### src/rtl/core/assert_macros.svh
// Assertion macros shared by the RTL that checks itself.
`ifndef ASSERT_MACROS_SVH
`define ASSERT_MACROS_SVH

// Checks a property at every rising clock edge outside reset.
`define ASSERT_ALWAYS(label, clk, rst_n, prop, msg) \
	label: assert property (@(posedge clk) disable iff (!rst_n) (prop)) else $error(msg);

// Checks that a condition implies another one in the following cycle.
`define ASSERT_NEXT(label, clk, rst_n, ante, cons, msg) \
	label: assert property (@(posedge clk) disable iff (!rst_n) (ante) |=> (cons)) else $error(msg);

`endif

### src/rtl/core/bfsm_pkg.sv
// Types, constants and the probe multiplier table of the Bloom filter.
package bfsm_pkg;

	localparam int HC_W = 5;
	localparam int FILL_W = 11;
	localparam int BITS_SET_W = 17;
	localparam int CFG_INDEX_W = 4;
	localparam int WORD_BITS = 32;
	localparam int WORD_SHIFT = 5;
	localparam int QUEUE_DEPTH = 2;
	localparam int MULT_TAB_DEPTH = 32;

	localparam logic [31:0] FP_START = 32'd5381;
	localparam logic [31:0] PROBE_BASE = 32'd17;
	localparam int FP_SHIFT = 5;

	localparam logic [CFG_INDEX_W-1:0] REG_HASH_COUNT = 4'd0;
	localparam logic [CFG_INDEX_W-1:0] REG_FILL_FACTOR = 4'd1;
	localparam logic [HC_W-1:0] HASH_COUNT_RESET = 5'd3;
	localparam logic [FILL_W-1:0] FILL_FACTOR_RESET = 11'd2;

	typedef struct packed {
		logic mode;
		logic [7:0] char_byte;
		logic is_last;
	} in_item_t;

	typedef struct packed {
		logic member;
		logic [BITS_SET_W-1:0] bits_set;
		logic full_res;
	} out_item_t;

	typedef struct packed {
		logic [CFG_INDEX_W-1:0] index;
		logic [FILL_W-1:0] wdata;
	} cfg_write_t;

	typedef struct packed {
		logic [HC_W-1:0] hash_count;
		logic [FILL_W-1:0] fill_factor;
	} cfg_regs_t;

	// One finished string handed from the front to the back.
	typedef struct packed {
		logic mode;
		logic [31:0] fp;
	} job_t;

	typedef enum logic [2:0] {
		S_CLEAR,
		S_IDLE,
		S_MUL,
		S_READ,
		S_UPDATE,
		S_FULL,
		S_EMIT
	} back_state_t;

	typedef logic [MULT_TAB_DEPTH-1:0][31:0] mult_tab_t;

	// Entry k holds 17^(2^k) mod 2^32, built by repeated squaring.
	function automatic mult_tab_t build_mult_tab();
		mult_tab_t tab;
		logic [63:0] sq;
		tab[0] = PROBE_BASE;
		for (int i = 1; i < MULT_TAB_DEPTH; i++) begin
			sq = {32'd0, tab[i-1]} * {32'd0, tab[i-1]};
			tab[i] = sq[31:0];
		end
		return tab;
	endfunction

	localparam mult_tab_t MULT_TAB = build_mult_tab();

endpackage

### src/rtl/core/bfsm_queue.sv
// Short queue of finished strings between the front and the back.
module bfsm_queue import bfsm_pkg::*; (
	input logic clk,
	input logic arst_n,
	input logic push,
	input job_t push_job,
	output logic room,
	input logic pop,
	output logic head_valid,
	output job_t head_job
);

	localparam int PTR_W = $clog2(QUEUE_DEPTH);
	localparam int CNT_W = $clog2(QUEUE_DEPTH + 1);

	job_t entries_q [QUEUE_DEPTH];
	logic [PTR_W-1:0] wr_ptr_q;
	logic [PTR_W-1:0] rd_ptr_q;
	logic [CNT_W-1:0] count_q;
	logic do_push;
	logic do_pop;

	assign room = count_q != CNT_W'(QUEUE_DEPTH);
	assign head_valid = count_q != '0;
	assign head_job = entries_q[rd_ptr_q];
	assign do_push = push && room;
	assign do_pop = pop && head_valid;

	always_ff @(posedge clk) begin
		if (do_push) begin
			entries_q[wr_ptr_q] <= push_job;
		end
	end

	always_ff @(posedge clk or negedge arst_n) begin
		if (!arst_n) begin
			wr_ptr_q <= '0;
			rd_ptr_q <= '0;
			count_q <= '0;
		end else begin
			if (do_push) begin
				wr_ptr_q <= wr_ptr_q + PTR_W'(1);
			end
			if (do_pop) begin
				rd_ptr_q <= rd_ptr_q + PTR_W'(1);
			end
			if (do_push && !do_pop) begin
				count_q <= count_q + CNT_W'(1);
			end else if (do_pop && !do_push) begin
				count_q <= count_q - CNT_W'(1);
			end
		end
	end

endmodule

### config.mk
export PLATFORM = sky130hd
export DESIGN_NAME = bfsm_queue
export DESIGN_NICKNAME = d
export VERILOG_FILES = /design/src/rtl/core/assert_macros.svh /design/src/rtl/core/bfsm_pkg.sv /design/src/rtl/core/bfsm_queue.sv
export SDC_FILE = /design/constraint.sdc
export NUM_CORES = 1
export LEC_CHECK = 0
export BUFFER_PORTS_ARGS = -buffer_cell sky130_fd_sc_hd__buf_2
export CORE_MARGIN = 3
export CORE_UTILIZATION = 45
export CTS_BUF_LIST = sky130_fd_sc_hd__clkbuf_16
export CTS_CLUSTER_SIZE = 16
export DETAILED_ROUTE_END_ITERATION = 6
export PLACE_DENSITY = 0.67
export REMOVE_ABC_BUFFERS = 1
export SLEW_MARGIN = 20
export SYNTH_ARGS = -nofsm -noshare
export SYNTH_HDL_FRONTEND = slang
export SYNTH_SLANG_ARGS = --single-unit
### constraint.sdc
create_clock -name clk -period 5.4 [get_ports clk]
set_input_delay 0.81 -clock clk [delete_from_list [all_inputs] [get_ports clk]]
set_output_delay 0.81 -clock clk [all_outputs]
set_load 0.005 [all_outputs]
== After elaboration in Yosys (flattened, before gate mapping) ==
Memories as Yosys holds them, arrays and structs flattened.
Index checks and enable logic that the tools add are counted.
Cells by class
  reductions and logical operators: 8
  eq/ne operators: 1
  add/subtract/negate cells: 4
  multiplexer cells: 4
Operators by type and width (count)
  $logic_and 1x1->1: 4
  $mux 2: 2
  $reduce_bool 2->1: 2
  $add 1x1->1 const B: 2
  $add 2x1->2 const B: 1
  $logic_not 1->1: 2
  $mux 1: 2
  $ne 2x2->1 const B: 1
  $sub 2x1->2 const B: 1
Storage, ports and cells
  output and inout bits: 35
  memories: 1
  register bits: 4
  RAM bits: 66
Memories
  entries_q: depth 2, width 33, read ports 1, clocked after Yosys merged registers in 0, wr ports 1, RTL line bfsm_queue.sv:16  | job_t entries_q [QUEUE_DEPTH];

== Logic depth before layout (Yosys ltp) ==
Gate-level depths: netlist of the first run.
  depth after elaboration: 6
  depth in mapped cells: 7

== Worst setup path after synthesis of the first run ==
Ideal clock, no wire load.
  path kind: input -> register
  start: input port push
  end: memory entries_q[0][0] (netlist name), enable pin
  arrival time: 2.295 ns
  setup slack: 2.682 ns
  stages on the path: 2
  cell sequence: nand2_1 > nor2_1
Between the ends
  longest elaborated chain between the ends: 3
RTL lines
  from (decl): RTL line bfsm_queue.sv:5  | input logic push,
  $logic_and 1x1->1: RTL line bfsm_queue.sv:26  | assign do_push = push && room;
  $mux 1: RTL line bfsm_queue.sv:30  | if (do_push) begin
  $mux 1 (not written as such): RTL line bfsm_queue.sv:31  | entries_q[wr_ptr_q] <= push_job;
  to (decl): RTL line bfsm_queue.sv:16
No other way between the ends.

==> flow_metrics.py, run 1 <==
metrics = {
    "run_status": {
        "status": "completed",
    },
    "clock_tree": {
        "cts_tree": "done",
        "cts_setup_buffers": 0,
        "cts_root_buf": "clkbuf_16",
        "ctsHoldBuffers": 0,
        "numCtsBuffers": 9,
        "clkSinkCount": 70,
        "cts_buffer_depth": 2,
        "worst_skew_pair.late_latency_ps": 320,
        "post_cts_resized": 0,
        "htree_levels": 3,
        "clk_pin_slew_ps": 50,
    },
    "sta": {
        "worst_slew_margin_rel_pct": 30.1,
        "min_period_ps": 2730,
        "grt_setup_unrepaired": "false",
        "finalHoldViolations": 0,
        "period_share_pct": 50.5,
        "clock_skew_ps": 6.05,
        "max_freq_mhz": 366,
        "slew_violations": 0,
        "setup_viol": 0,
        "tightest_slew_ps": 1050,
        "fin_setup_tns_ps": 0,
    },
    "critical_path": {
        "path_buf_inv": 1,
        "path_cells": "mux2_2 > buf_2",
        "reg2regPathDepth": 3,
        "worst-setup-path-type": "flip-flop to output pin",
        "slowest_stage": "dfrtp_2",
        "critPathLaunchType": "flip-flop",
        "required_ps": 4590,
        "endpoint_kind": "output pin",
        "worstPathArrival_ps": 1920,
        "crit_fanout": 34,
        "cp.depth": 2,
        "critPathMaxStageDelay_ps": 1060,
        "crit_family": "flip-flops",
    },
    "yosys": {
        "synthCells": 121,
        "seq_area_frac_synth_pct": 76.3,
        "synth_area_leaders": "edfxtp_1 (73%), mux2_4 (16%), dfrtp_1 (3.7%)",
        "netlist_top_cells_count": "edfxtp_1 (66), mux2_4 (29), dfrtp_1 (4), mux2_2 (4)",
        "netlist.area_leader.share_pct": 72.7,
        "synthesis.area_sq_um": 2730,
        "synth_area_leader_cell": "edfxtp_1",
        "synth.most_common_cell": "edfxtp_1",
        "synth_edf_count": 66,
        "ys_ff_latch": 70,
        "postSynth.asyncResetShare_pct": 5.71,
        "ys_warn_count": 0,
        "syn_area_per_cell_sq_um": 22.5,
        "synth_top_flop_cell": "edfxtp_1",
        "synthDistinctLibCells": 15,
    },
    "pwr": {
        "p_int_mw": 1.34,
        "combPwrFrac_pct": 26.3,
        "p_clk_share_pct": 26.4,
        "power_switching_mw": 0.463,
        "ir_drop_mv": 0.390,
        "swShare_pct": 25.7,
        "power_frac_seq_pct": 47.3,
        "power_density_nw_per_um2": 538,
        "static-leakage-power_nw": 1.37,
    },
    "die": {
        "row_count": 27,
        "fp.dieW_um": 83.9,
        "die_h_um": 83.9,
        "die_area_sq_um": 7030,
        "pin_count": 72,
        "floorplan.initialDensity_pct": 48.1,
        "core-area_sq_um": 5680,
    },
    "drt": {
        "drc": 0,
        "vias_per_cell": 4.81,
        "routedWlPerCell_um": 15.1,
        "wl_um": 4140,
        "postRouteAntennaNets": 0,
        "vias": 1318,
        "drtPass1Iterations": 4,
        "drt_first_iter_violations": 85,
    },
    "grt": {
        "track_usage_pct": 12.5,
        "grt_first_pass_wirelength_um": 6530,
        "grt_max_degree": 35,
        "grt-ovfl-total": 0,
        "grt_pass1_vias": 1434,
        "antenna_found_initial": 0,
    },
    "layout": {
        "nets": 237,
        "syn2layout_area_growth_pct": 23.1,
        "num_antenna_cells": 0,
        "final_area_sq_um": 3360,
        "drive_above_1_share_pct": 58.4,
        "fillerInstances": 447,
    },
    "job": {
        "cap_violations": 0,
    },
    "place": {
        "place_area_sq_um": 3110,
        "port_buffers": 71,
        "hpwl_um": 2810,
        "gp_congestion": 0.734,
    },
    "min_path": {
        "hold_class": "input port to asynchronous set/reset pin",
    },
}
[cells in the final DEF (no fill, tap or decap), types with 2 or more instances in the layout]
| cell type | netlist | routed |
|---|---|---|
| xnor2_1 | 3 | 3 |
| clkbuf_16 | 0 | 9 |
| mux2_2 | 4 | 4 |
| xor2_1 | 2 | 2 |
| mux2_4 | 29 | 29 |
| inv_1 | 1 | 3 |
| nand2_1 | 2 | 2 |
| buf_2 | 0 | 71 |
| clkinv_2 | 0 | 2 |
| dfrtp_1 | 4 | 3 |
| edfxtp_1 | 66 | 66 |
[power by group through the flow]
stage               Clock [mW]  Sequential [mW]  Combinational (mW)
finish                   0.477            0.855               0.475
detailed placement           0            0.870               0.487
CTS                      0.491            0.859               0.488
floorplan                    0            0.837               0.325
global route             0.519            0.872               0.517
global placement             0            0.857               0.477
[routing by layer]
metal | GRT usage [%] | part of all wire, % | up-vias
li1 | - | - | 624
met1 | 12.1 | 37 | 634
met2 | 22.5 | 53 | 50
met3 | 4.84 | 6.9 | 10
met4 | 7.02 | 2.3 | 0
met5 | 0 | 0 | -
[worst paths after layout]
check | startpoint | endpoint | slack (ps)
max in group asynchronous | arst_n | rd_ptr_q | 4970
min reg2reg | count_q[1] | count_q[1] | 520
min in group clk | count_q[1] | count_q[1] | 520
max | rd_ptr_q | head_job[17] | 2670
max reg2reg | count_q[0] | entries_q[0][2] | 3520
min | arst_n | count_q[0] | 290
[cells by family after synthesis]
group	Yosys count	share of synthesized area [%]
simple gates	7	1.24
xor+xnor	5	1.61
flops	70	76.3
buf+inv	5	2.75
fa+ha+maj	1	0.459
mux	33	17.6
[worst register-to-register path, stage by stage, from the launching register on]
cell	delay, ps
dfrtp_1	400
nand2b_1	160
nand2_1	150
nor2_4	770
[stage by stage]
stage | power [mW] | util [%] | hold slack [ps] | instances | worst slack [ps]
after floorplan | 1.16 | - | 456 | 117 | 2680
after global placement | 1.33 | 54.8 | 471 | 260 | 3000
after detailed placement | 1.36 | 54.8 | 512 | 260 | 2970
after CTS | 1.84 | 59.2 | 282 | 274 | 2630
after global routing | 1.91 | 59.2 | 280 | 274 | 2550
final | 1.81 | 59.2 | 291 | 274 | 2670
[layout make-up]
type	count	area, sq um	area share [%]
sequential	70	2080	62.0
multi-input combinational	46	579	17.3
timing repair buffer	71	355	10.6
clock buffer	9	225	6.71
tap	72	90.1	2.68
clock inverter	5	21.3	0.633
inverter	1	3.75	0.112
[sequential cells by signal, summed over array words and instances (netlist names)]
| signal | flops |
|---|---|
| rd_ptr_q | 1 |
| entries_q | 66 |
| count_q | 2 |
| wr_ptr_q | 1 |
Note: power is estimated with default switching activity, not from simulation.
==> run 2, diff against run 1 <==
- ABC_AREA: default -> 1
- PLACE_DENSITY: 0.67 -> 0.7
- clock period: 5.4 -> 2.4 ns (I/O delays scaled with it)
==> run 2 against run 1 <==
Clock skew is 0.62 ps lower. Design area up 2.1%. Sequential cell count did not move. Sequential share of layout area is 1.3 points lower. Routed wire length increased by 12%. Critical path depth increased by 2. Global-route usage rose by 1.6 points. Final cell count is 31% higher. First-iteration DRC count increased by 14%. Critical endpoint unchanged. Highest routed layer unchanged.
==> flow_metrics.py, run 2 <==
metrics = {
    "run_status": {
        "status": "completed",
    },
    "die": {
        "fp.dieW_um": 83.5,
        "floorplan.initialDensity_pct": 47.6,
        "die_area_sq_um": 6970,
        "die_h_um": 83.5,
        "row_count": 27,
        "core-area_sq_um": 5680,
        "pin_count": 72,
    },
    "clock_tree": {
        "cts_root_buf": "clkbuf_16",
        "worst_skew_pair.late_latency_ps": 320,
        "htree_levels": 3,
        "cts_tree": "done",
        "post_cts_resized": 0,
        "clkSinkCount": 70,
        "clk_pin_slew_ps": 50,
        "cts_buffer_depth": 2,
        "cts_setup_buffers": 0,
        "numCtsBuffers": 9,
    },
    "pwr": {
        "power_density_nw_per_um2": 1250,
        "power_switching_mw": 1.32,
        "power_frac_seq_pct": 42.3,
        "static-leakage-power_nw": 1.51,
        "p_int_mw": 2.95,
        "combPwrFrac_pct": 28.5,
        "p_clk_share_pct": 29.3,
        "ir_drop_mv": 0.637,
        "swShare_pct": 31.0,
    },
    "drt": {
        "maxUsedRoutingLayer": "met4",
        "vias_per_cell": 4.59,
        "wl_um": 4640,
        "drc": 0,
        "vias": 1652,
        "met1_length_um": 1920,
        "postRouteAntennaNets": 0,
        "drt_first_iter_violations": 97,
        "wl_met3_um": 296,
        "route.met2.wl_um": 2330,
        "drtPass1Iterations": 4,
        "routedWlPerCell_um": 12.9,
    },
    "layout": {
        "mostFrequentLayoutCells": "nand2_1 (95), buf_2 (71), edfxtp_1 (66)",
        "largest-register": "entries_q",
        "seqCellArea_sq_um": 2080,
        "multi_input_area_sq_um": 523,
        "drive_above_1_share_pct": 38.5,
        "final_common_cell": "nand2_1",
        "num_antenna_cells": 0,
        "largest_reg_flops": 66,
        "syn2layout_area_growth_pct": 26.8,
        "nets": 321,
        "fillerInstances": 461,
        "top_regs": "entries_q x66, count_q x2",
    },
    "yosys": {
        "netlist_top_cells_count": "nand2_1 (95), edfxtp_1 (66), nand2_2 (12)",
        "synth_edf_count": 66,
        "synth_area_leader_cell": "edfxtp_1",
        "synthesis.area_sq_um": 2700,
        "syn_area_per_cell_sq_um": 13.5,
        "synth.most_common_cell": "nand2_1",
        "ys_ff_latch": 70,
        "synth_top_flop_cell": "edfxtp_1",
        "ys_warn_count": 0,
        "synth_area_leaders": "edfxtp_1 (73%), nand2_1 (13%), dfrtp_1 (3.7%)",
        "postSynth.asyncResetShare_pct": 5.71,
        "netlist.area_leader.share_pct": 73.3,
        "synthDistinctLibCells": 17,
        "synthCells": 201,
        "seq_area_frac_synth_pct": 77.0,
    },
    "critical_path": {
        "critPathLaunchType": "flip-flop",
        "worst-setup-path-type": "flip-flop to output pin",
        "crit_start": "rd_ptr_q",
        "worstPathArrival_ps": 1610,
        "required_ps": 2040,
        "crit_fanout": 14,
        "endpoint_kind": "output pin",
        "worstReg2RegStart": "count_q[0]",
    },
    "sta": {
        "tightest_slew_ps": 604,
        "max_freq_mhz": 507,
        "worst_slew_margin_rel_pct": 59.7,
        "period_share_pct": 82.1,
        "grt_setup_unrepaired": "false",
        "finalHoldViolations": 0,
        "clock_skew_ps": 5.43,
        "fin_setup_tns_ps": 0,
        "slew_violations": 0,
        "setup_viol": 0,
        "whs_ps": 223,
        "min_period_ps": 1970,
    },
    "place": {
        "gp_congestion": 0.723,
        "hpwl_um": 3160,
        "port_buffers": 71,
    },
    "min_path": {
        "worstHoldStart": "push_job[26]",
        "hold_class": "input port to flip-flop",
    },
    "grt": {
        "grt_pass1_vias": 1582,
        "grt_max_degree": 35,
        "antenna_found_initial": 0,
        "grt_first_pass_wirelength_um": 7400,
        "grt-ovfl-total": 0,
        "track_usage_pct": 14.1,
    },
    "job": {
        "cap_violations": 0,
    },
}
==> run 2: worst paths after layout <==
kind	to	slack, ps	cells after the start
min in group asynchronous	count_q[0]	370	2
worst max register to register	entries_q[1][14]	800	5
worst min-delay path	entries_q[0][26]	220	1
worst max-delay path	head_job[17]	430	4
max in group asynchronous	wr_ptr_q	1910	2
worst min register to register	count_q[0]	510	1
==> run 2: final cells by class <==
class                           count  area share, %
Clock inverter                      7           1.90
Sequential cell                    70           60.7
Multi-Input combinational cell    117           15.2
Timing Repair Buffer               78           12.0
Tap cell                           72           2.63
Clock buffer                        9           6.57
Inverter                            7          0.985
==> run 2: through the flow <==
stage                     total power [mW]  instances  util [%]  setup slack (ps)  area [sq um]
after global placement                3.05        343      55.1               790          3130
after floorplan                       2.48        194         -              7.33          2620
after detailed placement              3.08        343      55.1               757          3130
after global routing                  4.55        360      60.4               303          3430
final                                 4.27        360      60.4               428          3430
after CTS                             4.33        360      60.4               408          3430
==> run 2: logic make-up after synthesis <==
family / Yosys count / share of synthesized area (%)
and+or+nand+nor: 114 / 17.7
DFF: 70 / 77.0
buffers and inverters: 14 / 4.21
xor gates and xnor gates: 2 / 0.648
adders and majority gates: 1 / 0.463
==> run 2: critical path: stages (launching register included) <==
cell	delay, ps
dfrtp_1	720
buf_4	320
nand2_1	80
nand2_1	70
buf_2	100
==> run 2: layer usage <==
metal / vias up / GRT usage [%]
met5: - / 0
met4: 0 / 9.06
met3: 6 / 3.85
met2: 57 / 23.0
met1: 751 / 16.5
li1: 838 / -
==> run 2: power groups by stage <==
stage	Clock, mW	Combinational (mW)	Sequential [mW]
finish	1.25	1.22	1.81
global placement	0	1.23	1.82
floorplan	0	0.637	1.84
CTS	1.27	1.25	1.81
global route	1.33	1.38	1.83
detailed placement	0	1.25	1.83
==> run 2: timing repair <==
action	4_1_cts	5_1_grt
hold buffers	1	0
hold endpoints to repair	4	0
setup endpoints to repair	0	0
==> run 3, diff against run 2 <==
- PLACE_DENSITY: 0.7 -> 0.67
- clock period: 2.4 -> 1.9 ns (I/O delays scaled with it)
==> run 3 against run 2 <==
Clock skew hardly changed. Critical path depth unchanged. Via count fell by 0.42%. Routed wire length is 0.97% lower. Register-to-register slack got worse by 310 ps. Non-clock buffer count unchanged. Sequential power increased by 25%. Critical path type unchanged. Clock-buffer cell count unchanged. Sequential share of layout area down 0.82 points. Hold slack worse by 70 ps. First-iteration DRC count down 34%. Core utilization rose by 0.86 points.
==> flow_metrics.py, run 3 (synthesis results as in run 2) <==
metrics = {
    "clock_tree": {
        "cts_tree": "done",
        "worst_skew_pair.late_latency_ps": 320,
        "numCtsBuffers": 9,
        "cts_buffer_depth": 2,
        "htree_levels": 3,
        "cts_root_buf": "clkbuf_16",
        "clk_pin_slew_ps": 50,
        "clkSinkCount": 70,
    },
    "grt": {
        "grt_first_pass_wirelength_um": 7650,
        "grt_pass1_vias": 1608,
        "track_usage_pct": 14.4,
        "grt-ovfl-total": 0,
        "antenna_found_initial": 0,
        "grt_max_degree": 35,
    },
    "sta": {
        "grt_setup_unrepaired": "false",
        "finalHoldViolations": 0,
        "whs_ps": 154,
        "max_freq_mhz": 609,
        "setup_viol": 0,
        "slew_violations": 0,
        "clock_skew_ps": 5.03,
        "period_share_pct": 86.4,
        "min_period_ps": 1640,
        "tightest_slew_ps": 273,
        "worst_slew_margin_rel_pct": 81.8,
        "fin_setup_tns_ps": 0,
    },
    "pwr": {
        "combPwrFrac_pct": 27.3,
        "swShare_pct": 29.2,
        "power_switching_mw": 1.65,
        "static-leakage-power_nw": 1.53,
        "power_mw": 5.64,
        "p_int_mw": 3.99,
        "power_frac_seq_pct": 40.2,
        "p_clk_share_pct": 32.5,
        "ir_drop_mv": 0.865,
        "power_density_nw_per_um2": 1620,
    },
    "place": {
        "port_buffers": 71,
        "gp_congestion": 0.693,
        "hpwl_um": 3110,
    },
    "job": {
        "cap_violations": 0,
    },
    "layout": {
        "top_regs": "entries_q x66, count_q x2",
        "fin_util_pct": 61.3,
        "fillerInstances": 488,
        "largest-register": "entries_q",
        "num_antenna_cells": 0,
        "syn2layout_area_growth_pct": 28.6,
        "final_common_cell": "nand2_1",
        "mostFrequentLayoutCells": "nand2_1 (95), buf_2 (71), edfxtp_1 (66)",
        "nets": 321,
        "largest_reg_flops": 66,
        "drive_above_1_share_pct": 39.2,
    },
    "drt": {
        "drtPass1Iterations": 4,
        "wl_um": 4600,
        "postRouteAntennaNets": 0,
        "drc": 0,
        "vias": 1645,
        "routedWlPerCell_um": 12.8,
        "vias_per_cell": 4.57,
        "drt_first_iter_violations": 64,
    },
    "die": {
        "core-area_sq_um": 5680,
        "fp.dieW_um": 83.5,
        "floorplan.initialDensity_pct": 47.6,
        "row_count": 27,
        "die_h_um": 83.5,
        "die_area_sq_um": 6970,
        "pin_count": 72,
    },
    "min_path": {
        "hold_class": "input port to flip-flop",
        "whs_endpoint": "entries_q[1][13]",
        "whs_path_depth": 1,
        "worstHoldStart": "push_job[13]",
    },
    "critical_path": {
        "endpoint_kind": "output pin",
        "crit_fanout": 14,
        "r2r_slack_ps": 490,
        "required_ps": 1620,
        "reg2regPathDepth": 9,
        "worstReg2RegStart": "count_q[0]",
        "worst-setup-path-type": "flip-flop to output pin",
        "worstPathArrival_ps": 1360,
        "critPathLaunchType": "flip-flop",
        "reg2reg_to": "count_q[1]",
    },
    "run_status": {
        "status": "completed",
    },
}
==> run 3: power by group through the flow <==
| stage | logic (mW) | registers, mW | clock network (mW) |
|---|---|---|---|
| detailed placement | 1.58 | 2.30 | 0 |
| floorplan | 0.805 | 2.33 | 0 |
| global placement | 1.56 | 2.29 | 0 |
| CTS | 1.58 | 2.27 | 1.87 |
| global route | 1.76 | 2.31 | 1.95 |
| finish | 1.54 | 2.27 | 1.83 |
==> run 3: area by class of cell <==
class / count / area (sq um) / area share (%)
Tap cell: 72 / 90.1 / 2.59
Sequential cell: 70 / 2080 / 59.9
Clock inverter: 7 / 113 / 3.24
Inverter: 7 / 33.8 / 0.971
Multi-Input combinational cell: 117 / 523 / 15.0
Timing Repair Buffer: 78 / 410 / 11.8
Clock buffer: 9 / 225 / 6.47
==> run 3: per-layer routing <==
layer,track usage (%),share of wire [%],routed length (um)
met5,0,0,0
met4,8.33,2.5,116
met3,4.05,6.7,308
met2,24.0,50,2290
met1,16.8,41,1890
==> run 3: what timing repair did <==
item | in CTS | in global routing
setup buffers | 0 | 0
gates resized for setup | 0 | 1
setup endpoints to repair | 0 | 8
hold endpoints to repair | 4 | 0
hold buffers | 1 | 0
==> run 3: how the worst max path moves through the flow <==
stage	startpoint	to	slack [ps]	cells past startpoint
6_report	rd_ptr_q	head_job[0]	260	4
5_1_grt	rd_ptr_q	head_job[16]	150	4
3_3_place_gp	rd_ptr_q	head_job[0]	470	4
3_5_place_dp	rd_ptr_q	head_job[0]	420	4
2_1_floorplan	count_q[0]	entries_q[0][0]	-490	4
4_1_cts	rd_ptr_q	head_job[0]	70	4
==> run 3: critical path: stages, from the launching register on <==
cell and delay (ps):
dfrtp_2 520, buf_4 260, nand2_1 70, nand2_1 70
buf_2 110
==> run 3: metrics by stage <==
| step | setup slack (ps) | area (sq um) | cells |
|---|---|---|---|
| after floorplan | -493 | 2620 | 194 |
| after global placement | 468 | 3130 | 343 |
| after detailed placement | 421 | 3130 | 343 |
| after CTS | 67.0 | 3480 | 360 |
| after global routing | 151 | 3480 | 360 |
| final | 259 | 3480 | 360 |
